--- src/design/spd_pkg.sv ---
package spd_pkg;

	// header characters
	localparam logic [7:0] HDR_S = 8'h73;
	localparam logic [7:0] HDR_N = 8'h6E;
	localparam logic [7:0] HDR_P = 8'h70;

	// buffers shorter than this report too short
	localparam logic [2:0] MIN_BUF_BYTES = 3'd7;

	// status codes
	localparam logic [2:0] ST_OK         = 3'd0;
	localparam logic [2:0] ST_TOO_SHORT  = 3'd1;
	localparam logic [2:0] ST_NO_HEADER  = 3'd2;
	localparam logic [2:0] ST_INCOMPLETE = 3'd3;
	localparam logic [2:0] ST_BAD_SUM    = 3'd4;

	// result kinds
	localparam logic KIND_PAYLOAD = 1'b0;
	localparam logic KIND_STATUS  = 1'b1;

	typedef enum logic [1:0] {
		PH_SEARCH,
		PH_PAYLOAD,
		PH_TRAIL_HI,
		PH_TRAIL_LO
	} phase_t;

	typedef struct packed {
		logic       kind;
		logic [7:0] payload_byte;
		logic [5:0] byte_index;
		logic [2:0] status;
		logic [7:0] packet_address;
		logic [7:0] packet_type;
		logic [5:0] payload_length;
		logic       last;
	} result_t;

	// payload length from the packet type byte
	function automatic logic [5:0] length_of_type(input logic [7:0] t);
		logic [5:0] len;
		if (!t[7]) begin
			len = 6'd0;
		end else if (!t[6]) begin
			len = 6'd4;
		end else begin
			len = {t[5:2], 2'b00};
		end
		return len;
	endfunction

endpackage

--- src/design/spd_rx_if.sv ---
interface spd_rx_if;
	logic       valid;
	logic       ready;
	logic [7:0] rx_byte;
	logic       end_of_buffer;

	modport source (output valid, output rx_byte, output end_of_buffer, input ready);
	modport sink (input valid, input rx_byte, input end_of_buffer, output ready);
endinterface

--- src/design/spd_res_if.sv ---
interface spd_res_if;
	logic       valid;
	logic       ready;
	logic       kind;
	logic [7:0] payload_byte;
	logic [5:0] byte_index;
	logic [2:0] status;
	logic [7:0] packet_address;
	logic [7:0] packet_type;
	logic [5:0] payload_length;
	logic       last;

	modport source (output valid, output kind, output payload_byte, output byte_index,
		output status, output packet_address, output packet_type, output payload_length,
		output last, input ready);
	modport sink (input valid, input kind, input payload_byte, input byte_index,
		input status, input packet_address, input packet_type, input payload_length,
		input last, output ready);
endinterface

--- src/design/spd_parse_core.sv ---
module spd_parse_core (
	input  logic                 clk,
	input  logic                 arst_n,
	input  logic                 advance,
	input  logic [7:0]           cur_byte,
	input  logic                 cur_eob,
	input  logic [7:0]           requested_address,
	output logic                 res_valid,
	output spd_pkg::result_t     res
);

	logic [7:0]      window_q [4];
	spd_pkg::phase_t phase_q;
	logic [5:0]      count_q;
	logic [5:0]      total_q;
	logic [7:0]      type_q;
	logic [7:0]      addr_q;
	logic [15:0]     sum_q;
	logic [7:0]      trail_hi_q;
	logic [2:0]      bcount_q;
	logic            reported_q;

	logic [7:0]      window_d [4];
	spd_pkg::phase_t phase_d;
	logic [5:0]      count_d;
	logic [5:0]      total_d;
	logic [7:0]      type_d;
	logic [7:0]      addr_d;
	logic [15:0]     sum_d;
	logic [7:0]      trail_hi_d;
	logic [2:0]      bcount_d;
	logic            reported_d;

	logic [5:0]      count_inc;
	logic            hdr_hit;

	assign count_inc = count_q + 6'd1;
	assign hdr_hit = (window_q[0] == spd_pkg::HDR_S) && (window_q[1] == spd_pkg::HDR_N)
		&& (window_q[2] == spd_pkg::HDR_P)
		&& ((requested_address == 8'd0) || (cur_byte == requested_address));

	always_comb begin
		window_d   = window_q;
		phase_d    = phase_q;
		count_d    = count_q;
		total_d    = total_q;
		type_d     = type_q;
		addr_d     = addr_q;
		sum_d      = sum_q;
		trail_hi_d = trail_hi_q;
		reported_d = reported_q;
		bcount_d   = (bcount_q < spd_pkg::MIN_BUF_BYTES) ? bcount_q + 3'd1 : bcount_q;
		res_valid  = 1'b0;
		res        = '0;

		if (!reported_q) begin
			unique case (phase_q)
				spd_pkg::PH_PAYLOAD: begin
					if (!cur_eob) begin
						res_valid        = 1'b1;
						res.kind         = spd_pkg::KIND_PAYLOAD;
						res.payload_byte = cur_byte;
						res.byte_index   = count_q;
						sum_d            = sum_q + 16'(cur_byte);
						count_d          = count_inc;
						if (count_inc >= total_q) begin
							phase_d = spd_pkg::PH_TRAIL_HI;
						end
					end
				end
				spd_pkg::PH_TRAIL_HI: begin
					trail_hi_d = cur_byte;
					phase_d    = spd_pkg::PH_TRAIL_LO;
				end
				spd_pkg::PH_TRAIL_LO: begin
					res_valid  = 1'b1;
					res.kind   = spd_pkg::KIND_STATUS;
					res.status = ({trail_hi_q, cur_byte} == sum_q) ? spd_pkg::ST_OK
						: spd_pkg::ST_BAD_SUM;
					res.last   = 1'b1;
					reported_d = 1'b1;
				end
				spd_pkg::PH_SEARCH: begin
					if (hdr_hit) begin
						type_d  = window_q[3];
						addr_d  = cur_byte;
						total_d = spd_pkg::length_of_type(window_q[3]);
						count_d = 6'd0;
						sum_d   = 16'(spd_pkg::HDR_S) + 16'(spd_pkg::HDR_N)
							+ 16'(spd_pkg::HDR_P) + 16'(window_q[3]) + 16'(cur_byte);
						phase_d = (spd_pkg::length_of_type(window_q[3]) != 6'd0)
							? spd_pkg::PH_PAYLOAD : spd_pkg::PH_TRAIL_HI;
					end
					window_d[0] = window_q[1];
					window_d[1] = window_q[2];
					window_d[2] = window_q[3];
					window_d[3] = cur_byte;
				end
				default: begin
					phase_d = spd_pkg::PH_SEARCH;
				end
			endcase

			if (cur_eob && !reported_d) begin
				res_valid = 1'b1;
				res.kind  = spd_pkg::KIND_STATUS;
				res.last  = 1'b1;
				priority if (bcount_d < spd_pkg::MIN_BUF_BYTES) begin
					res.status = spd_pkg::ST_TOO_SHORT;
				end else if (phase_d == spd_pkg::PH_SEARCH) begin
					res.status = spd_pkg::ST_NO_HEADER;
				end else begin
					res.status = spd_pkg::ST_INCOMPLETE;
				end
				reported_d = 1'b1;
			end
		end

		// header fields as they stand after this byte
		res.packet_address = addr_d;
		res.packet_type    = type_d;
		res.payload_length = total_d;
		if (!res_valid) begin
			res = '0;
		end

		if (cur_eob) begin
			window_d   = '{default: 8'd0};
			phase_d    = spd_pkg::PH_SEARCH;
			count_d    = 6'd0;
			total_d    = 6'd0;
			type_d     = 8'd0;
			addr_d     = 8'd0;
			sum_d      = 16'd0;
			trail_hi_d = 8'd0;
			bcount_d   = 3'd0;
			reported_d = 1'b0;
		end
	end

	always_ff @(posedge clk or negedge arst_n) begin
		if (!arst_n) begin
			window_q   <= '{default: 8'd0};
			phase_q    <= spd_pkg::PH_SEARCH;
			count_q    <= 6'd0;
			total_q    <= 6'd0;
			type_q     <= 8'd0;
			addr_q     <= 8'd0;
			sum_q      <= 16'd0;
			trail_hi_q <= 8'd0;
			bcount_q   <= 3'd0;
			reported_q <= 1'b0;
		end else if (advance) begin
			window_q   <= window_d;
			phase_q    <= phase_d;
			count_q    <= count_d;
			total_q    <= total_d;
			type_q     <= type_d;
			addr_q     <= addr_d;
			sum_q      <= sum_d;
			trail_hi_q <= trail_hi_d;
			bcount_q   <= bcount_d;
			reported_q <= reported_d;
		end
	end

endmodule

--- src/design/sensor_packet_deframer.sv ---
// channel  | dir | beat contents
// ---------+-----+----------------------------------------------------------
// rx       | in  | rx_byte, end_of_buffer
// res      | out | kind, payload_byte, byte_index, status, packet_address,
//          |     | packet_type, payload_length, last
// cfg      | in  | cfg_wr_en / cfg_wr_data -> requested_address
//
// one beat per cycle while res is not stalled; res valid is registered, an accepted rx beat
// passes the input register, then parse logic into the result register
// arst_n clears parser state, the requested address and both valid flags
// a stalled res holds its beat; the input register keeps accepting until it is
// full behind it, so rx.ready drops only while both stages hold data
module sensor_packet_deframer (
	input  logic        clk,
	input  logic        arst_n,
	spd_rx_if.sink      rx,
	spd_res_if.source   res,
	input  logic        cfg_wr_en,
	input  logic [7:0]  cfg_wr_data
);

	// configured header address, zero accepts any
	logic [7:0]        req_addr_q;

	// input register
	logic              valid_s1;
	logic [7:0]        byte_s1;
	logic              eob_s1;

	// result register
	logic              res_valid_q;
	spd_pkg::result_t  res_q;

	logic              advance;
	logic              core_valid;
	spd_pkg::result_t  core_res;

	// the stage-one byte moves on when the result register is free or draining
	assign advance  = valid_s1 && (!res_valid_q || res.ready);
	assign rx.ready = !valid_s1 || advance;

	always_ff @(posedge clk or negedge arst_n) begin
		if (!arst_n) begin
			req_addr_q <= 8'd0;
		end else if (cfg_wr_en) begin
			req_addr_q <= cfg_wr_data;
		end
	end

	always_ff @(posedge clk or negedge arst_n) begin
		if (!arst_n) begin
			valid_s1 <= 1'b0;
		end else if (rx.ready) begin
			valid_s1 <= rx.valid;
		end
	end

	always_ff @(posedge clk) begin
		if (rx.ready && rx.valid) begin
			byte_s1 <= rx.rx_byte;
			eob_s1  <= rx.end_of_buffer;
		end
	end

	// header search, payload count, checksum and status selection
	spd_parse_core u_core (
		.clk               (clk),
		.arst_n            (arst_n),
		.advance           (advance),
		.cur_byte          (byte_s1),
		.cur_eob           (eob_s1),
		.requested_address (req_addr_q),
		.res_valid         (core_valid),
		.res               (core_res)
	);

	always_ff @(posedge clk or negedge arst_n) begin
		if (!arst_n) begin
			res_valid_q <= 1'b0;
		end else if (advance) begin
			res_valid_q <= core_valid;
		end else if (res.ready) begin
			res_valid_q <= 1'b0;
		end
	end

	always_ff @(posedge clk) begin
		if (advance && core_valid) begin
			res_q <= core_res;
		end
	end

	assign res.valid          = res_valid_q;
	assign res.kind           = res_q.kind;
	assign res.payload_byte   = res_q.payload_byte;
	assign res.byte_index     = res_q.byte_index;
	assign res.status         = res_q.status;
	assign res.packet_address = res_q.packet_address;
	assign res.packet_type    = res_q.packet_type;
	assign res.payload_length = res_q.payload_length;
	assign res.last           = res_q.last;

endmodule
--- src/flat_wrapper.sv ---
// flat-port wrapper written by rule: the top's interface ports become plain ports
module sensor_packet_deframer_flat 
  (clk, arst_n, cfg_wr_en, cfg_wr_data, rx_valid, rx_rx_byte, rx_end_of_buffer, rx_ready, res_valid, res_kind, res_payload_byte, res_byte_index, res_status, res_packet_address, res_packet_type, res_payload_length, res_last, res_ready);
  spd_rx_if rx_i ();
  spd_res_if res_i ();
  input  logic clk;
  input  logic arst_n;
  input  logic cfg_wr_en;
  input  logic [7:0] cfg_wr_data;
  input wire logic [$bits(rx_i.valid)-1:0] rx_valid;
  input wire logic [$bits(rx_i.rx_byte)-1:0] rx_rx_byte;
  input wire logic [$bits(rx_i.end_of_buffer)-1:0] rx_end_of_buffer;
  output wire logic [$bits(rx_i.ready)-1:0] rx_ready;
  output wire logic [$bits(res_i.valid)-1:0] res_valid;
  output wire logic [$bits(res_i.kind)-1:0] res_kind;
  output wire logic [$bits(res_i.payload_byte)-1:0] res_payload_byte;
  output wire logic [$bits(res_i.byte_index)-1:0] res_byte_index;
  output wire logic [$bits(res_i.status)-1:0] res_status;
  output wire logic [$bits(res_i.packet_address)-1:0] res_packet_address;
  output wire logic [$bits(res_i.packet_type)-1:0] res_packet_type;
  output wire logic [$bits(res_i.payload_length)-1:0] res_payload_length;
  output wire logic [$bits(res_i.last)-1:0] res_last;
  input wire logic [$bits(res_i.ready)-1:0] res_ready;
  assign rx_i.valid = rx_valid;
  assign rx_i.rx_byte = rx_rx_byte;
  assign rx_i.end_of_buffer = rx_end_of_buffer;
  assign rx_ready = rx_i.ready;
  assign res_valid = res_i.valid;
  assign res_kind = res_i.kind;
  assign res_payload_byte = res_i.payload_byte;
  assign res_byte_index = res_i.byte_index;
  assign res_status = res_i.status;
  assign res_packet_address = res_i.packet_address;
  assign res_packet_type = res_i.packet_type;
  assign res_payload_length = res_i.payload_length;
  assign res_last = res_i.last;
  assign res_i.ready = res_ready;
  sensor_packet_deframer u_core (.clk(clk), .arst_n(arst_n), .rx(rx_i), .res(res_i), .cfg_wr_en(cfg_wr_en), .cfg_wr_data(cfg_wr_data));
endmodule
--- config.mk ---
export PLATFORM = sky130hd
export DESIGN_NAME = sensor_packet_deframer_flat
export DESIGN_NICKNAME = d
export VERILOG_FILES = /design/src/design/spd_pkg.sv /design/src/design/spd_rx_if.sv /design/src/design/spd_res_if.sv /design/src/design/spd_parse_core.sv /design/src/design/sensor_packet_deframer.sv /design/src/flat_wrapper.sv
export SDC_FILE = /design/constraint.sdc
export NUM_CORES = 1
export LEC_CHECK = 0
export BUFFER_PORTS_ARGS = -buffer_cell sky130_fd_sc_hd__buf_2
export CAP_MARGIN = 20
export CORE_MARGIN = 4
export CORE_UTILIZATION = 39
export DETAILED_ROUTE_END_ITERATION = 8
export GPL_ROUTABILITY_DRIVEN = 0
export RECOVER_POWER = 25
export SETUP_SLACK_MARGIN = 0.2
export SLEW_MARGIN = 20
export SYNTH_ARGS = -nofsm -noshare
export SYNTH_HDL_FRONTEND = slang
export SYNTH_SLANG_ARGS = --single-unit
--- constraint.sdc ---
create_clock -name clk -period 6.2 [get_ports clk]
set_input_delay 0.31 -clock clk [delete_from_list [all_inputs] [get_ports clk]]
set_output_delay 0.31 -clock clk [all_outputs]
set_load 0.05 [all_outputs]
==> summary.md <==
| Metric | Value |
|---|---|
| Clock sink count | around 150 |
| CP Class | register to register |
| DR iter-0 viols | approximately 490 |
| Leak | about 3.8 nW |
| Failing checks | max-capacitance violations, max-slew violations |
| Max_slew headroom | -0.130 |
| Syn_nets | between 700 and 800 |
| Fmax | 302 MHz |
| Slowest stage delay, CP | slightly below 0.9 ns |
| Count of final setup violators | 0 |
| Row cnt | 49 |
| WL/cell | approximately 19 um |
| Most common cell on crit path | and3_1 |
| Finished Cell Area | around 0.0085 mm^2 |
| Distinct cells, synth | 57 |
| Critical path fanouts, max | 32 |
| Via/cell ratio | 5.71 |
| TNS Setup | 0 ns |
| Tcrit/Tclk final | 0.534 |
| Crit-path cells | clkbuf_1 > inv_1 > and3_2 > and3_1 > and3_1 > a22o_1 |
| Die Span Y | about 150 um |
| GRT Util Overall | 0.177 |
| Min-delay worst type | primary input to register |
| Worst Setup Start Kind | register |
| Final min period | about 3.3 ns |
| Worst-Skew Late Latency | between 0.4 and 0.5 ns |
| Initial antenna violation count | 0 |
| Hpwl dp | about 13 mm |
| Worst-path clk slew | approximately 0.060 ns |
| # DRC | 0 |
| Sequential-to-total area share from yosys stat | 0.541 |
| Buffer type at the clock tree root | clkbuf_16 |
| CTS Buf Count | 17 |
| Setup Fix Bufs, Post-CTS | 0 |
| Slew @ Worst Pin | around 1.7 ns |
| Antenna-violating nets left | 0 |
| Maximum VDD drop | 233 uV |
| Ant. Diodes | 0 |
| Max-slew violation count | 30 |
| CTS tree | done |
| Initial DRT Pass Iterations | 5 |
| Routed Wire Length | about 18 mm |
| Largest family of logic cells by synthesized area | compound AO/OA/AOI/OAI gates |
| Tot Pwr | between 2 and 3 mW |
| Total vias in the final route | roughly 5.5k |
| Crit path DAT | roughly 3.6 ns |
| Required @ worst endpoint | ~6.5 ns |
| Synth Area in Simple Gates | 0.132 |
| Largest net degree at the start of global routing | between 70 and 80 |
| Top FF cell, synth | dfrtp_1 |
| CP Buf/Inv Count | 2 |
| Core ar. | 0.0183 mm^2 |
| Die width | between 100 and 150 um |
| DP Area | approximately 0.0079 mm^2 |
| Critical-path top delay cell | clkbuf_1 |
| Highest-count cells in the layout ignoring fill and taps | dfrtp_1, a22o_1, nor2_1, edfxtp_1, nand2_1 |
| Vias in the first global route | 5396 |
| Multiplexer share of the synthesized area | 0.0416 |
| Post-synth EDFFs | between 40 and 50 |
| Met1 Track Usage GR | 0.247 |
| MaxCap Viol Count | 1 |
| Max Root-Sink Buffers | 2 |
| Finished Core Util | 0.463 |
| Cell count after synthesis | approximately 660 |
| I/O pins | 65 |
| Synthesized cell area | between 0.007 and 0.008 mm^2 |
| Pwr/cell area | 337 mW/mm^2 |
| Post-Synth Adder-Cell Area | 0.0610 |
| Final Skew | around 0.0068 ns |
| First-pass GRT wire length | between 20 and 30 mm |
| FF+latch count, synth | 149 |
| H-tree levels | 4 |
| Die footprint | approximately 0.021 mm^2 |
| Nets@finish | between 700 and 800 |
| Met2 Usage GRT | 0.277 |
| Ys Warns | 0 |
| Met3 Use GR | 0.0402 |
| Synth Area in XOR/XNOR | 0.0310 |
| Port Buf Inserts | 64 |
| RSZ-0062 raised after global routing | no |
| Layout cells sized above 1 | 0.138 |
| Most Crowded Layer GR | met2 |
| Most common cell after layout, fill and taps aside | dfrtp_1 |
| Worst hold margin | ~0.052 ns |
| CTS resizes | 0 |
| Starting density of the core | 0.402 |
| Filler cells | 1705 |
| Gr ovfl total | 0 |
| Ys async rst share | 0.671 |
| Compound-Gate Fraction of Synth Area | 0.159 |
| Synth Area per Inst | between 10 and 15 um^2 |
| Status | complete, but fails checks |
| Final hold vios | 0 |
| CP delay by family, top | simple AND/OR/NAND/NOR gates |
| Area grow syn2layout | 15.1% |
| Critical Path Sink Type | register |
-- routing by layer --
metal	wire, um	up-vias
li1	-	2520
met1	8680	2712
met2	8540	190
met3	894	29
met4	353	0
met5	0	-
-- final timing paths --
| kind | depth (start not counted) | slack, ns | endpoint | startpoint |
|---|---|---|---|---|
| min reg2reg | 2 | 0.49 | u_core.u_core.sum_q[5]$_DFFE_PN0P_ | u_core.u_core.sum_q[5]$_DFFE_PN0P_ |
| max reg2reg | 6 | 2.89 | u_core.u_core.total_q[3]$_DFFE_PN0P_ | u_core.eob_s1$_DFFE_PP_ |
| min | 1 | 0.05 | u_core.byte_s1[7]$_DFFE_PP_ | rx_rx_byte[7] |
| max in group asynchronous | 3 | 3.56 | u_core.u_core.sum_q[0]$_DFFE_PN0P_ | arst_n |
| max | 6 | 2.89 | u_core.u_core.total_q[3]$_DFFE_PN0P_ | u_core.eob_s1$_DFFE_PP_ |
| min in group asynchronous | 2 | 0.87 | u_core.u_core.window_q[27]$_DFFE_PN0P_ | arst_n |
-- repair_timing --
| action | CTS | global route |
|---|---|---|
| setup endpoints to repair | 0 | 0 |
| hold buffers | 1 | 0 |
| hold endpoints to repair | 28 | 0 |
-- sequential cells by signal, indices dropped and copies added, names as in the netlist, 8 cells and up --
name                       count
u_core.u_core.window_q        32
u_core.res.packet_type         8
u_core.u_core.sum_q           16
u_core.u_core.type_q           8
u_core.res.packet_address      8
u_core.u_core.addr_q           8
u_core.u_core.trail_hi_q       8
u_core.req_addr_q              8
u_core.res.payload_byte        8
u_core.byte_s1                 8
-- cell families (layout without fill, tap and decap cells) --
family | after synthesis | after routing
buffers and inverters | 63 | 132
adder cells (fa/ha/maj) | 34 | 34
XOR/XNOR | 26 | 26
AO/OA/AOI/OAI | 164 | 164
AND/OR/NAND/NOR | 191 | 191
flip-flops | 149 | 149
multiplexers | 29 | 29
-- worst reg2reg max path: stages (launching register included) --
cell and delay (ns):
edfxtp_1 0.32, clkbuf_1 0.88, inv_1 0.44, and3_2 0.52, and3_1 0.49, and3_1 0.32, a22o_1 0.24
-- Yosys cell counts, types with 7 or more instances --
| cell | number | area [um^2] |
|---|---|---|
| ha_1 | 31 | 388 |
| dfrtp_1 | 100 | 2500 |
| a31oi_1 | 7 | 43.8 |
| nand2b_1 | 10 | 62.6 |
| nand4_1 | 7 | 43.8 |
| clkbuf_1 | 29 | 109 |
| edfxtp_1 | 49 | 1470 |
| nand2_1 | 42 | 158 |
| nand3_1 | 14 | 70.1 |
| xor2_1 | 7 | 61.3 |
| mux2i_1 | 17 | 170 |
| xnor2_1 | 19 | 166 |
| and3_1 | 18 | 113 |
| mux2_2 | 12 | 135 |
| o21ai_0 | 29 | 145 |
| inv_1 | 26 | 97.6 |
| nor3_1 | 13 | 65.1 |
| o31ai_1 | 12 | 90.1 |
| a21oi_1 | 26 | 130 |
| nor2_1 | 54 | 203 |
| a22o_1 | 58 | 508 |
| a21o_1 | 7 | 52.6 |
-- through the flow --
stage / worst slack, ns / instances
global route: 2.67 / 954
finish: 2.89 / 954
floorplan: 2.95 / 656
global placement: 2.99 / 921
CTS: 2.88 / 954
detailed placement: 2.90 / 921
-- report_power, final --
group,switching [mW],internal (mW),leakage [nW]
clock network,0.427,0.635,0.299
registers,0.102,1.11,1.83
logic,0.363,0.211,1.66
-- area by class of cell --
cell class              instances  area [um^2]  share of cell area
clock buffers                  17          425              0.0503
clock inverters                15          178              0.0210
inverters                      26         97.6              0.0115
multi-input cells             444         3140               0.371
flip-flops and latches        149         3970               0.470
well taps                     229          287              0.0339
repair buffers                 74          358              0.0423
Power figures use the tool's default switching activity.
